## src/rtl/evad_pkg.sv

```systemverilog
`timescale 1ns / 1ps
// ----------------------------------------------------------------------------
// evad_pkg
// Shared types, constants and the log2 table for the energy VAD.
// ----------------------------------------------------------------------------
package evad_pkg;

    localparam int MAX_FRAME_LEN  = 1024;
    localparam int LOG_TABLE_BITS = 8;
    localparam int TABLE_SIZE     = 1 << LOG_TABLE_BITS;
    localparam int ESUM_W         = 41;
    localparam int CNT_W          = $clog2(MAX_FRAME_LEN + 1);
    localparam int DCNT_W         = $clog2(ESUM_W);
    localparam int P_W            = $clog2(ESUM_W);
    localparam int LEVEL_FLOOR    = -30720;
    localparam int TEN_LOG10_2    = 197283;
    localparam int NEG_W          = 21;
    localparam int MAG_W          = 15;
    localparam int PADDR_W        = 5;

    localparam logic [2:0] REG_THRESHOLD = 3'd0;
    localparam logic [2:0] REG_ATTACK    = 3'd1;
    localparam logic [2:0] REG_RELEASE   = 3'd2;
    localparam logic [2:0] REG_INIT_NF   = 3'd3;
    localparam logic [2:0] REG_HANGOVER  = 3'd4;

    typedef logic [15:0] log_tab_t [TABLE_SIZE];

    // log2(1 + i/2^LOG_TABLE_BITS) in Q16, truncated squaring in Q2.30
    function automatic logic [15:0] log_entry(int unsigned i);
        logic [63:0] x;
        logic [15:0] r;
        x = (64'd1 << 30) + (64'(i) << (30 - LOG_TABLE_BITS));
        r = '0;
        for (int k = 0; k < 16; k++) begin
            x = (x * x) >> 30;
            r = {r[14:0], 1'b0};
            if (x >= (64'd1 << 31)) begin
                r[0] = 1'b1;
                x    = x >> 1;
            end
        end
        return r;
    endfunction

    function automatic log_tab_t build_log_tab();
        log_tab_t t;
        for (int i = 0; i < TABLE_SIZE; i++) begin
            t[i] = log_entry(i);
        end
        return t;
    endfunction

    localparam log_tab_t LOG_TAB = build_log_tab();

    typedef struct packed {
        logic load_in;
        logic acc;
        logic div_start;
        logic div_step;
        logic norm_step;
        logic log_calc;
        logic mag_calc;
        logic lvl_calc;
        logic decide;
        logic update;
        logic out_load;
    } cmd_t;

    typedef struct packed {
        logic frame_end;
        logic div_last;
        logic norm_done;
    } sts_t;

endpackage

```

## src/rtl/evad_dp.sv

```systemverilog
`timescale 1ns / 1ps
// ----------------------------------------------------------------------------
// evad_dp
// Datapath: energy accumulation, serial divide, normalise, log, level floor, voice decision and noise floor update.
// ----------------------------------------------------------------------------
module evad_dp (
    input  logic                 aclk,
    input  logic                 aresetn,
    input  evad_pkg::cmd_t       cmd,
    output evad_pkg::sts_t       sts,
    input  logic signed [15:0]   s_sample,
    input  logic                 s_frame_end,
    input  logic signed [15:0]   thr_db,
    input  logic [15:0]          attack_coeff,
    input  logic [15:0]          release_coeff,
    input  logic [15:0]          hangover_frames,
    input  logic                 nf_load,
    input  logic signed [15:0]   nf_init,
    output logic                 m_voiced,
    output logic signed [15:0]   m_level_db,
    output logic signed [15:0]   m_noise_db
);
    import evad_pkg::*;

    logic signed [15:0] smp_reg;
    logic               end_reg;
    logic [ESUM_W-1:0]  esum_reg, esum_next;
    logic [CNT_W-1:0]   cnt_reg, cnt_next;
    logic [ESUM_W-1:0]  quo_reg, quo_next;
    logic [CNT_W:0]     rem_reg, rem_next;
    logic [CNT_W-1:0]   dvs_reg;
    logic [DCNT_W-1:0]  dcnt_reg, dcnt_next;
    logic [P_W-1:0]     p_reg, p_next;
    logic [NEG_W-1:0]   neg_reg;
    logic [MAG_W-1:0]   mag_reg;
    logic signed [15:0] level_reg;
    logic               voiced_reg;
    logic [15:0]        hang_reg, hang_next;
    logic signed [33:0] prod_reg;
    logic signed [15:0] nf_reg, nf_next;

    logic signed [31:0] sq;
    logic [ESUM_W:0]    esum_add;
    logic [CNT_W:0]     rem_sh;
    logic               q_zero;
    logic [LOG_TABLE_BITS-1:0] idx;
    logic signed [23:0] l2;
    logic [NEG_W-1:0]   neg_c;
    logic [38:0]        mag_prod;
    logic signed [16:0] lvl_neg;
    logic signed [15:0] lvl_c;
    logic signed [16:0] snr;
    logic               above;
    logic [15:0]        coeff;
    logic signed [34:0] t_rnd;
    logic signed [18:0] delta;
    logic signed [19:0] nf_sum;

    assign sq       = smp_reg * smp_reg;
    assign esum_add = {1'b0, esum_reg} + {{(ESUM_W - 30){1'b0}}, sq[30:0]};
    assign rem_sh   = {rem_reg[CNT_W-1:0], quo_reg[ESUM_W-1]};
    assign q_zero   = (quo_reg == '0) || (dvs_reg == '0);

    assign idx   = quo_reg[ESUM_W-2 -: LOG_TABLE_BITS];
    assign l2    = $signed({{(24 - P_W - 16){1'b0}}, p_reg, 16'b0})
                 + $signed({8'b0, LOG_TAB[idx]}) - 24'sd1966080;
    assign neg_c = l2[23] ? NEG_W'(-l2) : '0;

    assign mag_prod = 39'(neg_reg) * 39'(TEN_LOG10_2) + (39'd1 << 23);
    assign lvl_neg  = -$signed({2'b0, mag_reg});
    assign lvl_c    = (q_zero || lvl_neg < 17'(LEVEL_FLOOR)) ? 16'(LEVEL_FLOOR)
                                                             : lvl_neg[15:0];

    assign snr   = 17'(level_reg) - 17'(nf_reg);
    assign above = snr > 17'(thr_db);
    assign coeff = (level_reg < nf_reg) ? attack_coeff : release_coeff;

    assign t_rnd  = 35'(prod_reg) + 35'sd32768;
    assign delta  = 19'(t_rnd >>> 16);
    assign nf_sum = 20'(nf_reg) + 20'(delta);

    assign sts.frame_end = end_reg;
    assign sts.div_last  = (dcnt_reg == DCNT_W'(ESUM_W - 1));
    assign sts.norm_done = quo_reg[ESUM_W-1] || (quo_reg == '0);

    always_comb begin
        esum_next = esum_reg;
        cnt_next  = cnt_reg;
        quo_next  = quo_reg;
        rem_next  = rem_reg;
        dcnt_next = dcnt_reg;
        p_next    = p_reg;
        hang_next = hang_reg;
        nf_next   = nf_reg;
        if (cmd.acc && cnt_reg < CNT_W'(MAX_FRAME_LEN)) begin
            esum_next = esum_add[ESUM_W] ? '1 : esum_add[ESUM_W-1:0];
            cnt_next  = cnt_reg + 1'b1;
        end
        if (cmd.div_start) begin
            quo_next  = esum_reg;
            rem_next  = '0;
            dcnt_next = '0;
            p_next    = P_W'(ESUM_W - 1);
        end
        if (cmd.div_step) begin
            if (rem_sh >= {1'b0, dvs_reg}) begin
                rem_next = rem_sh - {1'b0, dvs_reg};
                quo_next = {quo_reg[ESUM_W-2:0], 1'b1};
            end else begin
                rem_next = rem_sh;
                quo_next = {quo_reg[ESUM_W-2:0], 1'b0};
            end
            dcnt_next = dcnt_reg + 1'b1;
        end
        if (cmd.norm_step && !sts.norm_done) begin
            quo_next = {quo_reg[ESUM_W-2:0], 1'b0};
            p_next   = p_reg - 1'b1;
        end
        if (cmd.decide) begin
            if (above) begin
                hang_next = hangover_frames;
            end else if (hang_reg != '0) begin
                hang_next = hang_reg - 1'b1;
            end
        end
        if (cmd.update && !voiced_reg) begin
            if (nf_sum > 20'sd32767) begin
                nf_next = 16'sh7fff;
            end else if (nf_sum < -20'sd32768) begin
                nf_next = -16'sd32768;
            end else begin
                nf_next = nf_sum[15:0];
            end
        end
        if (cmd.out_load) begin
            esum_next = '0;
            cnt_next  = '0;
        end
        if (nf_load) begin
            nf_next = nf_init;
        end
    end

    always_ff @(posedge aclk) begin
        if (!aresetn) begin
            esum_reg <= '0;
            cnt_reg  <= '0;
            hang_reg <= '0;
            nf_reg   <= -16'sd15360;
            dcnt_reg <= '0;
        end else begin
            esum_reg <= esum_next;
            cnt_reg  <= cnt_next;
            hang_reg <= hang_next;
            nf_reg   <= nf_next;
            dcnt_reg <= dcnt_next;
        end
    end

    always_ff @(posedge aclk) begin
        quo_reg <= quo_next;
        rem_reg <= rem_next;
        p_reg   <= p_next;
        if (cmd.load_in) begin
            smp_reg <= s_sample;
            end_reg <= s_frame_end;
        end
        if (cmd.div_start) begin
            dvs_reg <= cnt_reg;
        end
        if (cmd.log_calc) begin
            neg_reg <= neg_c;
        end
        if (cmd.mag_calc) begin
            mag_reg <= mag_prod[38:24];
        end
        if (cmd.lvl_calc) begin
            level_reg <= lvl_c;
        end
        if (cmd.decide) begin
            voiced_reg <= above || (hang_reg != '0);
            prod_reg   <= snr * $signed({1'b0, coeff});
        end
        if (cmd.out_load) begin
            m_voiced   <= voiced_reg;
            m_level_db <= level_reg;
            m_noise_db <= nf_reg;
        end
    end

    a_cnt_bound: assert property (@(posedge aclk) disable iff (!aresetn)
        cnt_reg <= CNT_W'(MAX_FRAME_LEN))
        else $error("sample count beyond frame limit");
    a_rem_bound: assert property (@(posedge aclk) disable iff (!aresetn)
        cmd.div_step && dvs_reg != '0 |=> rem_reg < {1'b0, dvs_reg})
        else $error("divider remainder not below divisor");
    a_level_range: assert property (@(posedge aclk) disable iff (!aresetn)
        cmd.lvl_calc |=> level_reg <= 16'sd0 && level_reg >= 16'(LEVEL_FLOOR))
        else $error("frame level out of range");

endmodule

```

## src/rtl/evad_ctrl.sv

```systemverilog
`timescale 1ns / 1ps
// ----------------------------------------------------------------------------
// evad_ctrl
// Sequencer for sample intake, the frame-end level computation, decision and output.
// ----------------------------------------------------------------------------
module evad_ctrl (
    input  logic           aclk,
    input  logic           aresetn,
    input  logic           s_valid,
    output logic           s_ready,
    output logic           m_valid,
    input  logic           m_ready,
    output evad_pkg::cmd_t cmd,
    input  evad_pkg::sts_t sts
);
    import evad_pkg::*;

    typedef enum logic [10:0] {
        S_IDLE = 11'b000_0000_0001,
        S_ACC  = 11'b000_0000_0010,
        S_DIVI = 11'b000_0000_0100,
        S_DIV  = 11'b000_0000_1000,
        S_NORM = 11'b000_0001_0000,
        S_LOG  = 11'b000_0010_0000,
        S_MAG  = 11'b000_0100_0000,
        S_LVL  = 11'b000_1000_0000,
        S_DEC  = 11'b001_0000_0000,
        S_UPD  = 11'b010_0000_0000,
        S_OUT  = 11'b100_0000_0000
    } state_t;

    state_t state_reg, state_next;
    logic   m_valid_reg, m_valid_next;

    assign s_ready = (state_reg == S_IDLE);
    assign m_valid = m_valid_reg;

    always_comb begin
        state_next    = state_reg;
        cmd           = '0;
        cmd.load_in   = s_valid && s_ready;
        unique case (state_reg)
            S_IDLE: begin
                if (s_valid) state_next = S_ACC;
            end
            S_ACC: begin
                cmd.acc    = 1'b1;
                state_next = sts.frame_end ? S_DIVI : S_IDLE;
            end
            S_DIVI: begin
                cmd.div_start = 1'b1;
                state_next    = S_DIV;
            end
            S_DIV: begin
                cmd.div_step = 1'b1;
                if (sts.div_last) state_next = S_NORM;
            end
            S_NORM: begin
                cmd.norm_step = 1'b1;
                if (sts.norm_done) state_next = S_LOG;
            end
            S_LOG: begin
                cmd.log_calc = 1'b1;
                state_next   = S_MAG;
            end
            S_MAG: begin
                cmd.mag_calc = 1'b1;
                state_next   = S_LVL;
            end
            S_LVL: begin
                cmd.lvl_calc = 1'b1;
                state_next   = S_DEC;
            end
            S_DEC: begin
                cmd.decide = 1'b1;
                state_next = S_UPD;
            end
            S_UPD: begin
                cmd.update = 1'b1;
                state_next = S_OUT;
            end
            S_OUT: begin
                if (!m_valid_reg || m_ready) begin
                    cmd.out_load = 1'b1;
                    state_next   = S_IDLE;
                end
            end
            default: state_next = S_IDLE;
        endcase
    end

    always_comb begin
        m_valid_next = m_valid_reg;
        if (cmd.out_load) begin
            m_valid_next = 1'b1;
        end else if (m_ready) begin
            m_valid_next = 1'b0;
        end
    end

    always_ff @(posedge aclk) begin
        if (!aresetn) begin
            state_reg   <= S_IDLE;
            m_valid_reg <= 1'b0;
        end else begin
            state_reg   <= state_next;
            m_valid_reg <= m_valid_next;
        end
    end

    a_no_overwrite: assert property (@(posedge aclk) disable iff (!aresetn)
        cmd.out_load |-> !m_valid_reg || m_ready)
        else $error("result overwritten before taken");
    a_accept_acc: assert property (@(posedge aclk) disable iff (!aresetn)
        s_valid && s_ready |=> state_reg == S_ACC)
        else $error("accepted beat not accumulated");
    a_div_to_norm: assert property (@(posedge aclk) disable iff (!aresetn)
        state_reg == S_DIV && sts.div_last |=> state_reg == S_NORM)
        else $error("divide did not hand over to normalise");

endmodule

```

## src/rtl/energy_vad_with_noise_floor.sv

```systemverilog
`timescale 1ns / 1ps
// ----------------------------------------------------------------------------
// energy_vad_with_noise_floor
// Frame energy VAD with adaptive noise floor and hangover; APB config regs.
// ----------------------------------------------------------------------------
// A beat without frame end passes accept (idle) and accumulate before the next.
// A frame-end beat runs after accept through accumulate, divide set-up, the
// serial divide, normalise, then log, scale, level, decision and floor
// update, and output load; input reopens after the output load, later still
// while an unread result holds the output.
// Reset (synchronous, aresetn low): register defaults, sums and hangover
// cleared, noise floor loaded with the -60 dB initial value.
module energy_vad_with_noise_floor (
    input  logic                          aclk,
    input  logic                          aresetn,
    input  logic                          s_valid,
    output logic                          s_ready,
    input  logic signed [15:0]            s_sample,
    input  logic                          s_frame_end,
    output logic                          m_valid,
    input  logic                          m_ready,
    output logic                          m_voiced,
    output logic signed [15:0]            m_level_db,
    output logic signed [15:0]            m_noise_db,
    input  logic                          psel,
    input  logic                          penable,
    input  logic                          pwrite,
    input  logic [evad_pkg::PADDR_W-1:0]  paddr,
    input  logic [31:0]                   pwdata,
    output logic [31:0]                   prdata,
    output logic                          pready
);
    import evad_pkg::*;

    cmd_t               cmd;
    sts_t               sts;
    logic signed [15:0] thr_reg;
    logic [15:0]        att_reg;
    logic [15:0]        rel_reg;
    logic signed [15:0] init_reg;
    logic [15:0]        hang_reg;
    logic               wr_en;
    logic [2:0]         reg_idx;

    assign pready  = 1'b1;
    assign wr_en   = psel && penable && pwrite;
    assign reg_idx = paddr[4:2];

    always_ff @(posedge aclk) begin
        if (!aresetn) begin
            thr_reg  <= 16'sd1536;
            att_reg  <= 16'd6554;
            rel_reg  <= 16'd655;
            init_reg <= -16'sd15360;
            hang_reg <= 16'd20;
        end else if (wr_en) begin
            unique case (reg_idx)
                REG_THRESHOLD: thr_reg  <= pwdata[15:0];
                REG_ATTACK:    att_reg  <= pwdata[15:0];
                REG_RELEASE:   rel_reg  <= pwdata[15:0];
                REG_INIT_NF:   init_reg <= pwdata[15:0];
                REG_HANGOVER:  hang_reg <= pwdata[15:0];
                default: ;
            endcase
        end
    end

    always_comb begin
        unique case (reg_idx)
            REG_THRESHOLD: prdata = {16'b0, thr_reg};
            REG_ATTACK:    prdata = {16'b0, att_reg};
            REG_RELEASE:   prdata = {16'b0, rel_reg};
            REG_INIT_NF:   prdata = {16'b0, init_reg};
            REG_HANGOVER:  prdata = {16'b0, hang_reg};
            default:       prdata = '0;
        endcase
    end

    evad_ctrl u_ctrl (
        .aclk    (aclk),
        .aresetn (aresetn),
        .s_valid (s_valid),
        .s_ready (s_ready),
        .m_valid (m_valid),
        .m_ready (m_ready),
        .cmd     (cmd),
        .sts     (sts)
    );

    evad_dp u_dp (
        .aclk            (aclk),
        .aresetn         (aresetn),
        .cmd             (cmd),
        .sts             (sts),
        .s_sample        (s_sample),
        .s_frame_end     (s_frame_end),
        .thr_db          (thr_reg),
        .attack_coeff    (att_reg),
        .release_coeff   (rel_reg),
        .hangover_frames (hang_reg),
        .nf_load         (wr_en && reg_idx == REG_INIT_NF),
        .nf_init         (pwdata[15:0]),
        .m_voiced        (m_voiced),
        .m_level_db      (m_level_db),
        .m_noise_db      (m_noise_db)
    );

endmodule
```

## config.mk

```make
export PLATFORM = sky130hd
export DESIGN_NAME = energy_vad_with_noise_floor
export DESIGN_NICKNAME = d
export VERILOG_FILES = /design/src/rtl/evad_pkg.sv /design/src/rtl/evad_dp.sv /design/src/rtl/evad_ctrl.sv /design/src/rtl/energy_vad_with_noise_floor.sv
export SDC_FILE = /design/constraint.sdc
export NUM_CORES = 2
export LEC_CHECK = 0
export BUFFER_PORTS_ARGS = -buffer_cell sky130_fd_sc_hd__buf_2
export CAP_MARGIN = 40
export CORE_AREA = 2 2 259 388
export DETAILED_ROUTE_END_ITERATION = 8
export DIE_AREA = 0 0 261 390
export PLACE_DENSITY = 0.66
export SYNTH_ARGS = -nofsm -noshare
export SYNTH_HDL_FRONTEND = slang
export SYNTH_HIERARCHICAL = 1
export SYNTH_SLANG_ARGS = --single-unit
```

## constraint.sdc

```tcl
create_clock -name aclk -period 9.3 [get_ports aclk]
set_input_delay 2.79 -clock aclk [delete_from_list [all_inputs] [get_ports aclk]]
set_output_delay 2.79 -clock aclk [all_outputs]
set_load 0.1 [all_outputs]
```

* Word level (Yosys, flattened, before mapping)
Memory sizes are Yosys's and may differ from the RTL's.
Cells that the tools add are included.
** Word-level totals
- Flip-flop bits (word level) :: 388
- Bits in read-only memories :: 4096
- Input bits :: 61
- Output and inout bits :: 68
- Logic and storage cells :: 149
- Memories :: 1
** Cells by class
- Add/subtract/negate cells :: 14
- Multipliers :: 3
- $lt $le $gt $ge :: 8
- Eq/ne operators :: 20
- Muxes and demuxes :: 41
- Bitwise logic cells :: 2
- Reduce and logical (&&, ||, !) cells :: 33
** Memories
- (no name shown) :: words 256, width 16, rd ports 1, clocked after Yosys merged registers in 0, write ports 0, RTL line evad_dp.sv:66 : + $signed({8'b0, LOG_TAB[idx]}) - 24'sd1966080;
** Operators by type and width (count)
- 2-to-1 mux 41 bit :: 4
- 2-to-1 mux 16 bit :: 9
- case mux 11 bit (11 select lines) :: 1
- case mux 16 bit (5 select lines) :: 1
- 2-to-1 mux 11 bit :: 7
- adder 41 x 31 -> 42 bit :: 1
- zero test 41 bit :: 1
- adder 39 x 24 -> 39 bit, second input constant :: 1
- multiplier 21 x 18 -> 39 bit, second input constant :: 1
- adder 34 x 17 -> 35 bit, second input constant :: 1
- multiplier 17 x 17 -> 34 bit :: 1
- multiplier 16 x 16 -> 31 bit :: 1
- 2-to-1 mux 6 bit :: 4
- subtractor 23 x 21 -> 24 bit, second input constant :: 1
- adder 22 x 16 -> 23 bit :: 1
- negator 21 bit :: 1
- adder 16 x 19 -> 20 bit :: 1
- greater-than comparator 20 x 16 -> 1 bit, second input constant :: 1
- less-than comparator 20 x 16 -> 1 bit, second input constant :: 1
- greater-than comparator 17 x 16 -> 1 bit :: 1
- less-than comparator 17 x 16 -> 1 bit, second input constant :: 1
- negator 15 -> 17 bit :: 1
- subtractor 16 x 16 -> 17 bit :: 1
- less-than comparator 16 bit :: 1
- other kinds (40) :: 77

* Longest topological paths before layout
- Depth in word-level cells :: 7
- Gate-level depth with buffers :: 37
- Gate-level depth less buffers :: 36

* By module
The synthesis kept the hierarchy.
** Modules (own cells, without submodules)
- evad_dp :: times used 1, cells each 4876, area an instance 44271.2 um2, seq. area each 7527.2 um2
- energy_vad_with_noise_floor :: times used 1, cells each 404, area an instance 3852.4 um2, seq. area each 1601.5 um2
- evad_ctrl :: times used 1, cells each 92, area an instance 713.2 um2, seq. area each 240.2 um2

* Least setup slack after synthesis
OpenSTA, ideal clock, no wires.
- Path kind :: register to register
- Start point :: register u_dp.level_reg[0]
- End point :: register u_dp.prod_reg[33] (data pin)
- Setup time :: 260 ps
- Arrival time :: 8291 ps
- Required time :: 9040 ps
- Slack :: 749 ps
- Cell stages (with the launch flop) :: 36
- Period minus slack after synthesis :: 8551 ps
- Path through :: edfxtp_1 inv_1 ha_1 inv_1 fa_1 a21o_1 a21oi_1 o21bai_1 a2111oi_0 o41ai_1 a31oi_1 a211o_1 nand2b_1 a21oi_1 inv_1 clkbuf_1 nand2_1 fa_1 inv_1 fa_1 fa_1 fa_1 fa_1 inv_1 fa_1 inv_1 ha_1 and4_1 nand2_1 nor4_1 o211ai_1 a21oi_1 a41oi_1 a21oi_1 a21oi_1 xnor2_1
** On the way
- Word-level cells in the longest chain between the ends :: 3
- Elaborated cells on any way between the ends :: 4
** Ends and longest elaborated chain
- start: declaration :: RTL line evad_dp.sv:36 : logic signed [15:0] level_reg;
- start signal: assignment :: RTL line evad_dp.sv:178 : level_reg <= lvl_c;
- less-than comparator 16 bit :: RTL line evad_dp.sv:76 : assign coeff = (level_reg < nf_reg) ? attack_coeff : release_coeff;
- 2-to-1 mux 16 bit :: RTL line evad_dp.sv:76
- multiplier 17 x 17 -> 34 bit * :: RTL line evad_dp.sv:182 : prod_reg <= snr * $signed({1'b0, coeff});
- end signal: assignment :: RTL line evad_dp.sv:182
- end: declaration :: RTL line evad_dp.sv:39 : logic signed [33:0] prod_reg;
Every way passes the cells marked *; elsewhere a longest branch is shown, timed or not.
A chain may end at the register's enable or synchronous reset.

* Worst setup path after layout
- Start point :: register u_dp.level_reg[0]
- End point :: register u_dp.prod_reg[31] (data pin)
Same word-level chain as after synthesis.

==> results.cfg <==
[outcome]
status = finished, final reports clean

[cts]
cts.sinks = 373
cts_hold_buf = 0
clk_pin_slew_worst_paths_ns = 0.06
clock_latency_ns = 0.62
numCtsBuffers = 42
cts_tree = done
htreeDepth = 2
cts-root-buf = clkbuf_16
clockBufferDepth = 3

[grt]
grt_use_total_pct = 26.7
grt_pass1_vias = 40100
grt_max_degree = 95
grt_pass1_wl_um = 213000
grt_overflow = 0
antenna_found_initial = 1

[floorplanning]
die_area_um2 = 102000
core_area_um2 = 98400
die_w_um = 261
initial_utilization_pct = 49.6
die_y_um = 390
row_count = 141
io_pins = 129

[placement]
io_buffers = 93
dp_hpwl_um = 105000
place.gp.congestion = 0.967
place_area_um2 = 51000

[critical_path]
crit_start = u_dp/level_reg[0]
required_ns = 9.65
rrSetupSlack_ns = 0.45
worstSetupEndpointType = flip-flop
path_common_cell = fa_1
critPathBufInv = 8
critPathKind = flip-flop to flip-flop
cp_slowest_cell = fa_1
r2r-end = u_dp/prod_reg[31]
start_kind = flip-flop
r2r-start = u_dp/level_reg[0]
arrival_ns = 9.20
slowest_delay_ns = 0.56
crit_fanout = 6
critPathTopFamily = adder cells
r2r_cells = 36

[timing]
final.setup.tns_ns = 0
maxSlewHeadroom_pct = 33.1
max_freq_mhz = 113
finalSetupViolCount = 0
fin_crit_sh_pct = 95.2
worst_slew_pin_slew_ns = 0.996
hold_violations = 0
finalCriticalPeriod_ns = 8.85
fin_skew_ns = 0.0591
hold_slack_ns = 0.440
maxSlewViolCount = 0

[yosys]
synth.avg_cell_area_um2 = 9.09
synth_area_leader_cell = fa_1
synth_area_leaders = fa_1, ha_1, edfxtp_1
async_reset_ff_share_pct = 0
synth_xor_xnor_area_share_pct = 3.66
synth_edf_count = 190
synth-seq-cells = 373
ys.flop_type = edfxtp_1
syn_inst = 5372
synth_top_family_by_area = adder cells
netlist_area_um2 = 48800
synth_compound_area_share_pct = 12.6
synth_cell_type_count = 98
yosys.area_share.simple_pct = 13.8
synth_fa_ha_area_share_pct = 36.9
synth_warnings = 6
ys_seq_area_share_pct = 19.2
yosysTopAreaCellShare_pct = 23.9
synth_mux_area_share_pct = 3.86

[layout]
drive_above_1_share_pct = 8.76
final_common_cell = inv_1
area_growth_pct = 7.92
final_area_um2 = 52700
num-nets-final = 6595
fillers = 8998
layout_common_cells = inv_1, fa_1, ha_1, nand2_1, nor2_1
seqCellArea_um2 = 9370
multi_input_area_um2 = 34800

[drt]
drc = 0
firstDrtPassIters = 7
drt-total-wl_um = 133000
vias = 38600
dr.first_iter.drc_count = 2649
vias_per_cell = 5.70
drt.antenna.violating_nets = 0
avgRoutedWirePerCell_um = 19.7

[worst_hold_path]
hold_path_end = u_dp/m_level_db[12]
hp-class = flip-flop to flip-flop
whs_path_depth = 0
min-delay-start = u_dp/level_reg[12]

[flow_run]
max-cap-violations = 0
==> routing by layer <==
layer,track usage (%),vias to the layer above,routed length (µm)
met1,29.0,19000,47900
li1,-,17900,-
met5,0,-,0
met4,18.4,0,11100
met3,2.73,421,6680
met2,48.3,1242,67800
==> Yosys cell counts (17+ instances only) <==
cell	instances
ha_1	507
inv_1	960
a211oi_1	32
buf_6	17
buf_2	58
or2_2	19
and3_1	39
mux2_2	63
or3_1	30
nor3_1	93
o311ai_0	23
nand2b_1	62
nor2_1	313
o22ai_1	22
a22oi_1	35
a31oi_1	36
nand3_1	65
mux2i_1	106
and2_1	82
o211ai_1	45
nor4_1	28
fa_1	583
nor2b_1	98
dfxtp_1	183
xnor2_1	128
buf_4	35
o31ai_1	22
o21ai_0	208
a21oi_1	233
a311oi_1	27
xor2_1	76
edfxtp_1	190
o21a_1	22
nand4_1	20
a21o_1	59
clkbuf_1	130
nand2_1	456
==> cell families (layout without fill, tap and decap cells) <==
group | count (synthesis) | in the layout
xor+xnor | 204 | 204
buf+inv | 1212 | 1302
mux | 174 | 174
fa+ha+maj | 1090 | 1090
simple gates | 1383 | 1383
compound gates | 934 | 934
flops | 373 | 373
other cells | 2 | 18
==> worst register-to-register path, delay by kind of cell, from the launching register on <==
family | cells | cell delay (ns)
AND/OR/NAND/NOR | 6 | 1.05
adder cells (fa/ha/maj) | 9 | 4.01
AO/OA/AOI/OAI | 12 | 2.19
XOR/XNOR | 1 | 0.08
buffers and inverters | 8 | 0.81
flip-flops | 1 | 0.47
==> layout make-up <==
cell class | instances | share of cell area (%)
inverters | 964 | 6.87
well taps | 1287 | 3.06
diodes | 1 | 0.00475
multi-input cells | 3802 | 65.9
repair buffers | 261 | 3.62
flip-flops and latches | 373 | 17.8
clock buffers | 55 | 2.16
clock inverters | 22 | 0.565
==> how the worst max path moves through the flow <==
| stage | end | depth (start not counted) |
|---|---|---|
| 2_1_floorplan | u_dp/prod_reg[33] | 35 |
| 3_3_place_gp | u_dp/prod_reg[31] | 36 |
| 3_5_place_dp | u_dp/prod_reg[31] | 36 |
| 4_1_cts | u_dp/prod_reg[31] | 36 |
| 5_1_grt | u_dp/prod_reg[33] | 37 |
| 6_report | u_dp/prod_reg[31] | 36 |
==> stage by stage <==
stage                     std cells  setup slack (ns)  util, %
after global placement         6653          -0.00685     51.6
final                          6765             0.450     53.5
after detailed placement       6661            -0.174     51.8
after floorplan                5387             0.749        -
after CTS                      6738            0.0129     53.3
after global routing           6764           -0.0552     53.5
==> what timing repair did <==
action / CTS / global route
cloned: 0 / 0
buffers inserted: 0 / 24
endpoints found under the setup margin: 5 / 53
pin swaps: 0 / 4
resized for setup: 2 / 19
Power is left out: the tool's default activity adds up to more than one toggle a clock period on the data nets, which glitch-free logic cannot reach.
